**src/hw/rtl/chrt_pkg.sv**
```systemverilog
`timescale 1ns / 1ps
// Shared types and constants for the consistent hash ring table.
// No dependencies; imported by chrt_seq, consistent_hash_ring_table, chrt_ring_checker and the testbench.
package chrt_pkg;

	localparam int POINT_W = 64;
	localparam int SITE_W  = 64;
	localparam int ENTRY_W = POINT_W + SITE_W;

	typedef enum logic [1:0] {
		OP_ADD    = 2'd0,
		OP_DEL    = 2'd1,
		OP_LOOKUP = 2'd2,
		OP_NONE   = 2'd3
	} chrt_op_t;

	typedef enum logic [1:0] {
		ST_OK    = 2'd0,
		ST_FULL  = 2'd1,
		ST_EMPTY = 2'd2,
		ST_RANGE = 2'd3
	} chrt_status_t;

	typedef enum logic [3:0] {
		S_IDLE,
		S_SRCH,
		S_CMP,
		S_SHUP,
		S_INS,
		S_DEL_RD,
		S_DEL_CAP,
		S_DEL_SH,
		S_DEL_FIN,
		S_LK_RD,
		S_LK_CAP,
		S_RESP
	} chrt_state_t;

	typedef struct packed {
		chrt_status_t       status;
		logic [7:0]         index;
		logic [POINT_W-1:0] point;
		logic [SITE_W-1:0]  site;
		logic [8:0]         total;
	} chrt_result_t;

endpackage

```
**src/hw/rtl/chrt_seq.sv**
```systemverilog
`timescale 1ns / 1ps
// Operation sequencer: binary search, shift-insert and shift-delete over the entry RAM.
// Depends on chrt_pkg; drives one chrt_ram instance.
module chrt_seq #(
	parameter int CAPACITY = 256
) (
	input  logic                        clk,
	input  logic                        arst_n,
	input  logic                        in_valid,
	output logic                        in_ready,
	input  logic [1:0]                  op,
	input  logic [63:0]                 key_point,
	input  logic [63:0]                 site_ident,
	input  logic [7:0]                  entry_index,
	output logic                        mem_we,
	output logic [$clog2(CAPACITY)-1:0] mem_waddr,
	output logic [chrt_pkg::ENTRY_W-1:0] mem_wdata,
	output logic [$clog2(CAPACITY)-1:0] mem_raddr,
	input  logic [chrt_pkg::ENTRY_W-1:0] mem_rdata,
	output logic                        res_valid,
	input  logic                        res_ready,
	output chrt_pkg::chrt_result_t      res
);

	import chrt_pkg::*;

	localparam int IW = $clog2(CAPACITY);
	localparam int CW = $clog2(CAPACITY + 1);
	localparam logic [CW-1:0] CAP_C = CW'(CAPACITY);

	chrt_state_t state_q, state_d;
	chrt_op_t    op_q;
	logic [POINT_W-1:0] key_q;
	logic [SITE_W-1:0]  site_q;

	logic [CW-1:0] count_q, count_d;
	logic [CW-1:0] lo_q, lo_d, hi_q, hi_d, mid_q, mid_d, cur_q, cur_d;
	logic [CW-1:0] cur_dec, rd_addr;
	logic          wb_vld_s1, wb_vld_d;
	logic [IW-1:0] wb_addr_s1, wb_addr_d;
	logic          ins_we;

	chrt_status_t       res_status_q, res_status_d;
	logic [CW-1:0]      res_pos_q, res_pos_d;
	logic [POINT_W-1:0] res_point_q, res_point_d;
	logic [SITE_W-1:0]  res_site_q, res_site_d;

	logic [POINT_W-1:0] rd_point;
	logic [SITE_W-1:0]  rd_site;
	logic [CW+7:0]      idx_ext, cnt_ext, pos_ext;
	logic [CW+8:0]      tot_ext;
	logic               pt_lt;
	chrt_op_t           in_op;

	assign rd_point = mem_rdata[ENTRY_W-1 -: POINT_W];
	assign rd_site  = mem_rdata[SITE_W-1:0];
	assign idx_ext  = {{CW{1'b0}}, entry_index};
	assign cnt_ext  = {8'd0, count_q};
	assign cur_dec  = cur_q - 1'b1;
	assign in_op    = chrt_op_t'(op);
	// add searches for the first greater point, lookup for the first at or above
	assign pt_lt    = (op_q == OP_ADD) ? (rd_point <= key_q) : (rd_point < key_q);

	always_ff @(posedge clk or negedge arst_n) begin
		if (!arst_n) begin
			state_q   <= S_IDLE;
			count_q   <= '0;
			wb_vld_s1 <= 1'b0;
		end else begin
			state_q   <= state_d;
			count_q   <= count_d;
			wb_vld_s1 <= wb_vld_d;
		end
	end

	always_ff @(posedge clk) begin
		if (state_q == S_IDLE && in_valid) begin
			op_q   <= in_op;
			key_q  <= key_point;
			site_q <= site_ident;
		end
		lo_q         <= lo_d;
		hi_q         <= hi_d;
		mid_q        <= mid_d;
		cur_q        <= cur_d;
		wb_addr_s1   <= wb_addr_d;
		res_status_q <= res_status_d;
		res_pos_q    <= res_pos_d;
		res_point_q  <= res_point_d;
		res_site_q   <= res_site_d;
	end

	always_comb begin
		state_d      = state_q;
		count_d      = count_q;
		lo_d         = lo_q;
		hi_d         = hi_q;
		mid_d        = mid_q;
		cur_d        = cur_q;
		wb_vld_d     = 1'b0;
		wb_addr_d    = wb_addr_s1;
		res_status_d = res_status_q;
		res_pos_d    = res_pos_q;
		res_point_d  = res_point_q;
		res_site_d   = res_site_q;
		rd_addr      = cur_q;
		ins_we       = 1'b0;
		in_ready     = 1'b0;
		res_valid    = 1'b0;
		unique case (state_q)
			S_IDLE: begin
				in_ready = 1'b1;
				if (in_valid) begin
					lo_d         = '0;
					hi_d         = count_q;
					res_status_d = ST_OK;
					res_pos_d    = '0;
					res_point_d  = '0;
					res_site_d   = '0;
					unique case (in_op)
						OP_ADD: begin
							if (count_q == CAP_C) begin
								res_status_d = ST_FULL;
								state_d      = S_RESP;
							end else begin
								state_d = S_SRCH;
							end
						end
						OP_DEL: begin
							if (idx_ext >= cnt_ext) begin
								res_status_d = ST_RANGE;
								state_d      = S_RESP;
							end else begin
								cur_d     = idx_ext[CW-1:0];
								res_pos_d = idx_ext[CW-1:0];
								state_d   = S_DEL_RD;
							end
						end
						OP_LOOKUP: begin
							if (count_q == '0) begin
								res_status_d = ST_EMPTY;
								state_d      = S_RESP;
							end else begin
								state_d = S_SRCH;
							end
						end
						OP_NONE: begin
							state_d = S_RESP;
						end
					endcase
				end
			end
			S_SRCH: begin
				if (lo_q < hi_q) begin
					mid_d   = lo_q + ((hi_q - lo_q) >> 1);
					rd_addr = mid_d;
					state_d = S_CMP;
				end else if (op_q == OP_ADD) begin
					cur_d   = count_q;
					state_d = S_SHUP;
				end else begin
					state_d = S_LK_RD;
				end
			end
			S_CMP: begin
				if (pt_lt) begin
					lo_d = mid_q + 1'b1;
				end else begin
					hi_d = mid_q;
				end
				state_d = S_SRCH;
			end
			S_SHUP: begin
				// read slot i-1, write it to slot i in the next cycle
				if (cur_q > lo_q) begin
					rd_addr   = cur_dec;
					wb_vld_d  = 1'b1;
					wb_addr_d = cur_q[IW-1:0];
					cur_d     = cur_dec;
				end else begin
					state_d = S_INS;
				end
			end
			S_INS: begin
				// wait for the last moved entry to land before the new one goes in
				if (!wb_vld_s1) begin
					ins_we      = 1'b1;
					count_d     = count_q + 1'b1;
					res_pos_d   = lo_q;
					res_point_d = key_q;
					res_site_d  = site_q;
					state_d     = S_RESP;
				end
			end
			S_DEL_RD: begin
				rd_addr = cur_q;
				cur_d   = cur_q + 1'b1;
				state_d = S_DEL_CAP;
			end
			S_DEL_CAP: begin
				res_point_d = rd_point;
				res_site_d  = rd_site;
				state_d     = S_DEL_SH;
			end
			S_DEL_SH: begin
				if (cur_q < count_q) begin
					rd_addr   = cur_q;
					wb_vld_d  = 1'b1;
					wb_addr_d = cur_dec[IW-1:0];
					cur_d     = cur_q + 1'b1;
				end else begin
					state_d = S_DEL_FIN;
				end
			end
			S_DEL_FIN: begin
				if (!wb_vld_s1) begin
					count_d = count_q - 1'b1;
					state_d = S_RESP;
				end
			end
			S_LK_RD: begin
				// no point at or above the key: wrap to the first entry
				cur_d     = (lo_q == count_q) ? '0 : lo_q;
				rd_addr   = cur_d;
				res_pos_d = cur_d;
				state_d   = S_LK_CAP;
			end
			S_LK_CAP: begin
				res_point_d = rd_point;
				res_site_d  = rd_site;
				state_d     = S_RESP;
			end
			S_RESP: begin
				res_valid = 1'b1;
				if (res_ready) begin
					state_d = S_IDLE;
				end
			end
		endcase
	end

	assign mem_raddr = rd_addr[IW-1:0];
	assign mem_we    = wb_vld_s1 | ins_we;
	assign mem_waddr = wb_vld_s1 ? wb_addr_s1 : lo_q[IW-1:0];
	assign mem_wdata = wb_vld_s1 ? mem_rdata : {key_q, site_q};

	assign pos_ext = {8'd0, res_pos_q};
	assign tot_ext = {9'd0, count_q};

	always_comb begin
		res.status = res_status_q;
		res.index  = pos_ext[7:0];
		res.point  = res_point_q;
		res.site   = res_site_q;
		res.total  = tot_ext[8:0];
	end

endmodule

```
**config.mk**
```make
export PLATFORM = sky130hd
export DESIGN_NAME = chrt_seq
export DESIGN_NICKNAME = d
export VERILOG_FILES = /design/src/hw/rtl/chrt_pkg.sv /design/src/hw/rtl/chrt_seq.sv
export SDC_FILE = /design/constraint.sdc
export NUM_CORES = 1
export LEC_CHECK = 0
export ABC_AREA = 1
export BUFFER_PORTS_ARGS = -buffer_cell sky130_fd_sc_hd__buf_2
export CORE_UTILIZATION = 25
export CTS_BUF_LIST = sky130_fd_sc_hd__clkbuf_16
export DETAILED_ROUTE_END_ITERATION = 16
export HOLD_SLACK_MARGIN = 0.08
export PLACE_DENSITY = 0.47
export RECOVER_POWER = 100
export SYNTH_ARGS = -nofsm -noshare
export SYNTH_HDL_FRONTEND = slang
export SYNTH_SLANG_ARGS = --single-unit
```
**constraint.sdc**
```tcl
create_clock -name clk -period 11.1 [get_ports clk]
set_input_delay 0 -clock clk [delete_from_list [all_inputs] [get_ports clk]]
set_output_delay 0 -clock clk [all_outputs]
set_load 0.03 [all_outputs]
```
**After elaboration in Yosys (flattened, before gate mapping)**

Index checks and enable logic that the tools add are counted.

- Flip-flop bits (word level): 326
- Latch bits: 0
- Memory bits (writable): 0
- Bits in read-only memories: 0
- Input bits: 270
- Output and inout bits: 294
- Logic and storage cells: 142
- Memories kept: 0

- Add/sub/neg operators: 7
- Multipliers: 0
- Divide/modulo/power cells: 0
- Magnitude comparators: 6
- Equal/unequal tests: 31
- Shifts and indexed selects: 0
- Mux-type cells: 59
- Bitwise gates (word level): 1
- Reduce and logical (&&, ||, !) cells: 23

Operators by type and width:

| kind | count |
|---|---|
| case mux 64 bit (3 select lines) | 2 |
| two-way mux 64 bit | 3 |
| two-way mux 128 bit | 1 |
| two-way mux 9 bit | 14 |
| <= comparator 64 bit | 1 |
| < comparator 64 bit | 1 |
| two-way mux 8 bit | 8 |
| case mux 9 bit (2 select lines) | 3 |
| case mux 9 bit (6 select lines) | 1 |
| case mux 8 bit (3 select lines) | 2 |
| case mux 4 bit (11 select lines) | 1 |
| two-way mux 4 bit | 10 |
| inequality test 2 bit (second input constant) | 14 |
| adder 9 x 1 -> 9 bit (second input constant) | 3 |
| < comparator 9 bit | 2 |
| AND reduction 3 bit | 6 |
| subtractor 9 x 1 -> 9 bit (second input constant) | 2 |
| == test 4 x 3 -> 1 bit (second input constant) | 4 |
| == test 4 bit (second input constant) | 4 |
| case mux 4 bit (4 select lines) | 1 |
| case mux 8 bit (2 select lines) | 1 |
| adder 9 x 8 -> 9 bit | 1 |
| == test 9 bit | 1 |
| == test 9 bit (second input constant) | 1 |
| other kinds (24) | 40 |

**Depth between registers and ports, before layout**

Gate-level depths: netlist (run 1).

- Depth after elaboration: 5
- Depth in mapped cells: 17
- Depth with buffers taken out: 17

**Worst setup path after synthesis (run 1)**

No wires, ideal clock.

- Path kind: register to register
- Start point: register state_q[3]
- End point: register res_point_q[0] (enable)
- Library setup time: 692 ps
- Arrival: 7,920 ps
- Data required time: 10,408 ps
- Setup slack: 2,489 ps
- Stages on the path, launching flop included: 8
- Path buffers: 1
- Period minus slack after synthesis: 8,611 ps
- Cells stage by stage: dfrtp_1 -> inv_2 -> nand2_2 -> inv_2 -> nor2_4 -> buf_4 -> nand2_1 -> a31oi_1

- Word-level cells in the longest chain between the ends: 4
- Elaborated cells between the ends (all ways): 9
- Those cells by class: eq/ne: 5; reduce/logical: 4

RTL lines:

| item | line | source |
|---|---|---|
| start: declaration | chrt_seq.sv:31 | `chrt_state_t state_q, state_d;` |
| start signal: assignment | chrt_seq.sv:70 | `state_q <= state_d;` |
| == test 4 bit / == test 4 x 3 -> 1 bit (equally long branches) | chrt_seq.sv:110 | `unique case (state_q)` |
| OR reduction 2 bit (no source line) | - |  |
| nonzero test 3 bit (no source line) | - |  |
| AND reduction 3 bit (no source line) * | - |  |
| end signal: assignment | chrt_seq.sv:89 | `res_point_q <= res_point_d;` |
| end: declaration | chrt_seq.sv:45 | `logic [POINT_W-1:0] res_point_q, res_point_d;` |

Mark *: on every way between the ends. The rest lies on a longest branch, timed or not.
A chain may end at the register's enable or synchronous reset.

**Worst setup path after layout (run 1)**

- Start point: register state_q[0]
- End point: register res_point_q[53] (enable)

Same word-level chain as after synthesis.

==> results of run 1 <==
-- metrics by stage --
stage / util, % / cell area (sq um)
2_1_floorplan: - / 18300
3_5_place_dp: 30.6 / 22100
3_3_place_gp: 30.6 / 22100
6_report: 35.6 / 25600
4_1_cts: 36.2 / 26100
5_1_grt: 35.6 / 25600
-- state kept, by name (all words and copies together), names as in the netlist --
register and count:
count_q 9, cur_q 9, hi_q 9, key_q 64
lo_q 9, mid_q 9, op_q 2, res_point_q 64
res_pos_q 8, res_site_q 64, res_status_q 2, site_q 64
state_q 4, wb_addr_s1 8, wb_vld_s1 1
-- worst max-delay path: cells and delay by family, from the launching register on --
family	cells	cell delay [ns]
compound gates	1	1.59
buf+inv	4	3.99
flops	1	0.49
simple gates	2	0.32
-- layer usage --
layer  GRT usage (%)  vias up  share of wire [%]  wire length, um
met5               0        -              0.017               14
met4            6.11        2                2.8             2290
met3            4.35      122                7.4             6000
met2            35.7      752                 48            38800
met1            26.4     8723                 42            33700
li1                -     8422                  -                -
-- timing repair --
action	in CTS	in global routing
endpoints found under the hold margin	292	0
hold buffers	268	0
gates resized for setup	0	0
-- final cells by class --
class                           count  area, sq um  share of cell area, %
Tap cell                          950         1190                   4.64
Sequential cell                   326         9720                   37.9
Clock inverter                     32          282                   1.10
Clock buffer                       43         1080                   4.20
Antenna cell                        7         17.5                 0.0683
Multi-Input combinational cell   1318         7260                   28.3
Inverter                          247          928                   3.62
Timing Repair Buffer              843         5170                   20.2
-- logic make-up after synthesis --
family,after synthesis,synth area share (%)
AND/OR/NAND/NOR,734,17.6
AO/OA/AOI/OAI,430,12.3
buffers and inverters,331,7.21
flip-flops,326,53.0
adder cells (fa/ha/maj),120,8.31
XOR/XNOR,34,1.62
-- path summary, 6_finish.rpt --
path                            start               to  depth (start not counted)
setup / recovery           state_q[0]  res_point_q[53]                          7
hold / removal               in_valid       state_q[0]                          9
setup reg to reg           state_q[0]  res_point_q[53]                          7
hold reg to reg            site_q[16]   res_site_q[16]                          2
max in group asynchronous      arst_n        wb_vld_s1                          3
min in group asynchronous      arst_n       count_q[0]                          3
-- placed cells by master, fill, tap and decap left out, types with 43 or more instances in the layout --
cell type | Yosys | final
inv_1 | 231 | 240
nand3_1 | 177 | 178
ha_1 | 117 | 117
dlygate4sd3_1 | 0 | 268
edfxtp_1 | 312 | 312
clkbuf_1 | 26 | 317
a21oi_1 | 81 | 81
o21ai_0 | 264 | 304
buf_2 | 53 | 255
nor2_1 | 100 | 103
nand2_1 | 385 | 389
clkbuf_16 | 0 | 43
-- cell usage after synthesis, drive strengths merged, types with 5 or more instances --
cell	n
o21ai	306
nand4	24
buf	58
inv	246
ha	117
nor3	15
a21o	6
o211ai	16
nand3	178
xor2	27
dfrtp	14
nor2	109
a21oi	82
xnor2	7
a31oi	5
nand2	396
clkbuf	26
edfxtp	312
-- power groups by stage --
stage | sequential (W) | combinational (W) | clock [W]
floorplan | 0.00282 | 0.00223 | 0
global route | 0.00233 | 0.00442 | 0.00145
detailed placement | 0.00230 | 0.00414 | 0
finish | 0.00230 | 0.00410 | 0.00137
CTS | 0.00228 | 0.00424 | 0.00140
global placement | 0.00230 | 0.00410 | 0
==> results by group, run 1 <==
Placement
  • Gpl congestion: 0.936
  • Dpl ws: 6.83 ns
  • DP Wirelength: 60.8 mm
  • Placed cell count: 3416
  • Buffers added on ports: 563

Timing
  • Final WS setup: 4.21 ns
  • Unrepaired setup endpoints after global routing: no
  • Setup_tns: 0 ns
  • Fin crit share: 62.0%
  • Final slew viol count: 697
  • Worst Clk Skew: 0.0197 ns
  • Worst slew pin tran: 4.63 ns
  • Final setup fails: 0
  • Rel. slew slack: -209%
  • Hold Slack: 0.114 ns
  • Fmax: 145 MHz
  • Hold Violations, Final: 0
  • Final min period: 6.89 ns

Critical path
  • CP max stage cell: clkinvlp_2
  • Crit Path Category: register to register
  • WP data arrival: 7.08 ns
  • Crit path required time: 11.29 ns
  • Worst setup SP type: register
  • Slowest stage delay, CP: 2.22 ns
  • Max Fanout on Critical Path: 77
  • FF-to-FF setup slack: 4.21 ns
  • Worst setup EP type: register
  • Worst path cell trace: nor2_1 -> inv_1 -> nor2_1 -> clkinvlp_2 -> a31oi_1 -> buf_4 -> buf_4

Route
  • Drt drc: 0
  • Pre-antenna DRT Iters: 5
  • DR WL/cell: 21.5 um
  • Final ANT Viol Nets: 0
  • Iter 0 DRT Violations: 1464
  • Vias: 18000
  • Vias/cell: 4.79
  • Final wirelength: 80.8 mm

Pwr
  • Worst VDD drop: 178 uV
  • Total Power: 0.00777 W
  • Power Internal: 0.00377 W
  • Leakage: 10.4 nW
  • Gate power share: 52.8%
  • Clock Power Share: 17.6%
  • Flop pwr share: 29.6%
  • Power density cells: 303 mW/mm^2
  • Net Sw Power: 0.00400 W
  • Switching share of total power: 51.5%

Global routing
  • Number of global-route vias before repair: 17500
  • Initial antenna violation count: 10
  • First-pass GRT wire length: 116 mm
  • GR Overflow Total: 0
  • Largest net degree at the start of global routing: 116
  • Global Route Usage Sum: 20.9%

Clock network
  • Depth of the CTS H-tree: 2
  • Clock Path Buffers: 3
  • Clk sink count: 326
  • Clk slew on worst S/H paths: 0.06 ns
  • Setup Fix Bufs, Post-CTS: 0
  • Skew-Pair Late Insertion Delay: 0.57 ns
  • Clk root buf: clkbuf_16
  • CTS buffer count: 42
  • CTS tree: built

Status
  • Violated checks: max-capacitance violations, max-slew violations
  • Status: complete, but fails checks

Synth
  • Yosys warns: 0
  • Synth top area cells: edfxtp_1, ha_1, nand2_1
  • Syn Area/Cell: 9.29 sq um
  • Largest area contributor in the netlist: edfxtp_1
  • Distinct cell type count after synthesis: 47
  • Area share of the largest cell type after synthesis: 51.1%
  • Register area share after synthesis: 53.0%
  • Syn Nets: 2365
  • #FFs+latches synth: 326
  • Most used DFF post-synth: edfxtp_1
  • Post-synth EDFFs: 312
  • Post-synthesis async set-or-reset flop share: 4.29%
  • Cell count after synthesis: 1975
  • Mapped Area: 0.0183 sq mm

Final layout
  • Area growth, synth to finish: 39.8%
  • Nets: 3168
  • Share of cells above drive strength 1: 12.4%
  • Fillers: 7525
  • Finished Layout Cells: 3766

Floorplanning
  • Io pins: 564
  • Row count: 98
  • Die W: 273 um
  • Die area: 0.0745 sq mm
  • Starting Density: 25.4%
  • DIE HEIGHT: 273 um
  • Core area: 0.0721 sq mm

Job
  • Max Cap Viol: 9

Min path
  • Hold crit path type: input pin to register
(Power assumes the default switching activity.)
==> inputs of run 2 (changes only) <==
--- a/config.mk
+++ b/config.mk
@@ -11,7 +11,7 @@
 export CTS_BUF_LIST = sky130_fd_sc_hd__clkbuf_16
 export DETAILED_ROUTE_END_ITERATION = 16
 export HOLD_SLACK_MARGIN = 0.08
-export PLACE_DENSITY = 0.47
+export PLACE_DENSITY = 0.48
 export RECOVER_POWER = 100
 export SYNTH_ARGS = -nofsm -noshare
 export SYNTH_HDL_FRONTEND = slang
==> constraint.sdc (replaced) <==
create_clock -name clk -period 5.5 [get_ports clk]
set_input_delay 0 -clock clk [delete_from_list [all_inputs] [get_ports clk]]
set_output_delay 0 -clock clk [all_outputs]
set_load 0.03 [all_outputs]
==> run 2 against run 1 <==
The flow still finishes with violations (max-capacitance violations, max-slew violations). Core utilization barely moved. Clock-buffer cell count shrank 1. Routed wire length grew 0.30%. Sequential cell count stayed put. Worst hold slack gained 0.036 ns. Critical path depth is the same. Largest power group unchanged.
==> results by group, run 2 (synthesized netlist as in run 1, its figures left out) <==
Pwr
  • Power Internal: 0.00742 W
  • Clock Power Share: 16.7%
  • Net Sw Power: 0.00797 W
  • Worst VDD drop: 559 uV
  • Power density cells: 601 mW/mm^2
  • Switching share of total power: 51.8%
  • Leakage: 10.4 nW
  • Total Power: 0.0154 W
  • Gate power share: 53.3%
  • Flop pwr share: 30.0%

Final layout
  • Area growth, synth to finish: 39.7%
  • Most frequent cells in the layout: nand2_1, edfxtp_1, clkbuf_1
  • Fillers: 7547
  • Finished Layout Cells: 3763
  • Share of cells above drive strength 1: 12.5%
  • Nets: 3169
  • Commonest non-fill, non-tap cell in the layout: nand2_1

Floorplanning
  • DIE HEIGHT: 273 um
  • Io pins: 564
  • Starting Density: 25.4%
  • Row count: 98
  • Die W: 273 um
  • Core area: 0.0721 sq mm
  • Die area: 0.0745 sq mm

Critical path
  • Slowest stage delay, CP: 1.20 ns
  • CP max stage cell: clkinvlp_2
  • Top delay family on crit path: buffers and inverters
  • Worst path cell trace: nor2_1 -> inv_1 -> nor2_1 -> clkinvlp_2 -> o21ai_0 -> a31oi_4 -> buf_12
  • CP bufs+invs: 3
  • Max Fanout on Critical Path: 128
  • Worst setup SP type: register
  • Crit Path Category: register to register
  • WP data arrival: 4.35 ns
  • Crit. Startpoint: state_q[0]
  • FF-to-FF Start: state_q[0]
  • Worst setup EP type: register
  • Critical Path Most Common Cell: nor2_1
  • Crit path required time: 5.56 ns
  • R2R Path End: res_site_q[22]
  • R2r worst-path depth: 7
  • FF-to-FF setup slack: 1.21 ns

Placement
  • DP Wirelength: 60.6 mm
  • Placed cell count: 3416
  • Gpl congestion: 0.968
  • Buffers added on ports: 563

Clock network
  • Clock Path Buffers: 3
  • Setup Fix Bufs, Post-CTS: 0
  • Depth of the CTS H-tree: 2
  • CTS buffer count: 41
  • Clk slew on worst S/H paths: 0.05 ns
  • Post-CTS sizing: 0
  • Skew-Pair Late Insertion Delay: 0.57 ns
  • Clk sink count: 326
  • CTS tree: built
  • Clk root buf: clkbuf_16

Timing
  • Unrepaired setup endpoints after global routing: no
  • Rel. slew slack: -88.2%
  • Setup_tns: 0 ns
  • Hold Slack: 0.150 ns
  • Fmax: 233 MHz
  • Final setup fails: 0
  • Worst slew pin tran: 2.81 ns
  • Hold Violations, Final: 0
  • Final slew viol count: 243
  • Final min period: 4.29 ns
  • Worst Clk Skew: 0.0326 ns
  • Fin crit share: 77.9%

Min path
  • Hold-critical path depth: 2
  • Hold Crit Start: key_point[43]
  • Hold crit path type: input pin to register
  • Hold path endpoint: key_q[43]

Route
  • WL met2: 39.5 mm
  • Top layer in use: met5
  • DR WL/cell: 21.5 um
  • Vias/cell: 4.75
  • Final ANT Viol Nets: 0
  • Vias: 17900
  • Iter 0 DRT Violations: 1271
  • Met1 WL: 32.4 mm
  • Final wirelength: 81.1 mm
  • Met3 WL post-DR: 6.58 mm
  • Pre-antenna DRT Iters: 5
  • Drt drc: 0

Job
  • Max Cap Viol: 3

Global routing
  • Number of global-route vias before repair: 17400
  • Largest net degree at the start of global routing: 181
  • Global Route Usage Sum: 20.8%
  • Initial antenna violation count: 13
  • First-pass GRT wire length: 115 mm
  • GR Overflow Total: 0

Status
  • Violated checks: max-capacitance violations, max-slew violations
  • Status: complete, but fails checks
run 2: changes by cell type in the layout (fill, tap and decap cells not counted), moves of 3 or more:
cell / before / now
buf_12: 0 / 3
clkinvlp_4: 4 / 1
clkinv_1: 12 / 8
inv_1: 240 / 246
clkbuf_1: 317 / 308
buf_4: 3 / 6
run 2: routing by layer:
layer | vias to the layer above | track usage, %
met5 | - | 0
met4 | 4 | 5.99
met3 | 130 | 4.67
met2 | 765 | 36.7
met1 | 8531 | 25.0
li1 | 8434 | -
run 2: worst max-delay path by stage:
| stage | slack, ns | cells after the start | end |
|---|---|---|---|
| floorplan | 0.03 | 7 | res_point_q[0] |
| global placement | 2.26 | 16 | mem_raddr[7] |
| detailed placement | 2.26 | 12 | hi_q[4] |
| CTS | 1.65 | 16 | mem_raddr[7] |
| global route | 0.83 | 7 | lo_q[6] |
| finish | 1.21 | 7 | res_site_q[22] |
run 2: what timing repair did:
item	in CTS	in global routing
setup endpoints to repair	0	0
hold buffers	270	0
endpoints found under the hold margin	318	0
run 2: power by group through the flow:
stage / sequential (W) / clock (W) / combinational [W]
6_report: 0.00462 / 0.00257 / 0.00820
5_1_grt: 0.00470 / 0.00272 / 0.00885
2_1_floorplan: 0.00559 / 0 / 0.00450
4_1_cts: 0.00460 / 0.00266 / 0.00852
3_5_place_dp: 0.00464 / 0 / 0.00832
3_3_place_gp: 0.00463 / 0 / 0.00830
run 2: metrics by stage:
step	area (sq um)	setup WS, ns	utilization, %
global placement	22100	2.26	30.7
CTS	26100	1.65	36.2
floorplan	18400	0.0280	-
finish	25600	1.21	35.5
global route	25600	0.831	35.5
detailed placement	22100	2.26	30.7
run 2: cell type report:
class	instances	area [sq um]	area share (%)
Inverter	247	928	3.62
Clock inverter	27	178	0.693
Antenna cell	8	20.0	0.0781
Timing Repair Buffer	845	5260	20.5
Clock buffer	42	1050	4.10
Tap cell	950	1190	4.64
Sequential cell	326	9720	37.9
Multi-Input combinational cell	1318	7280	28.4
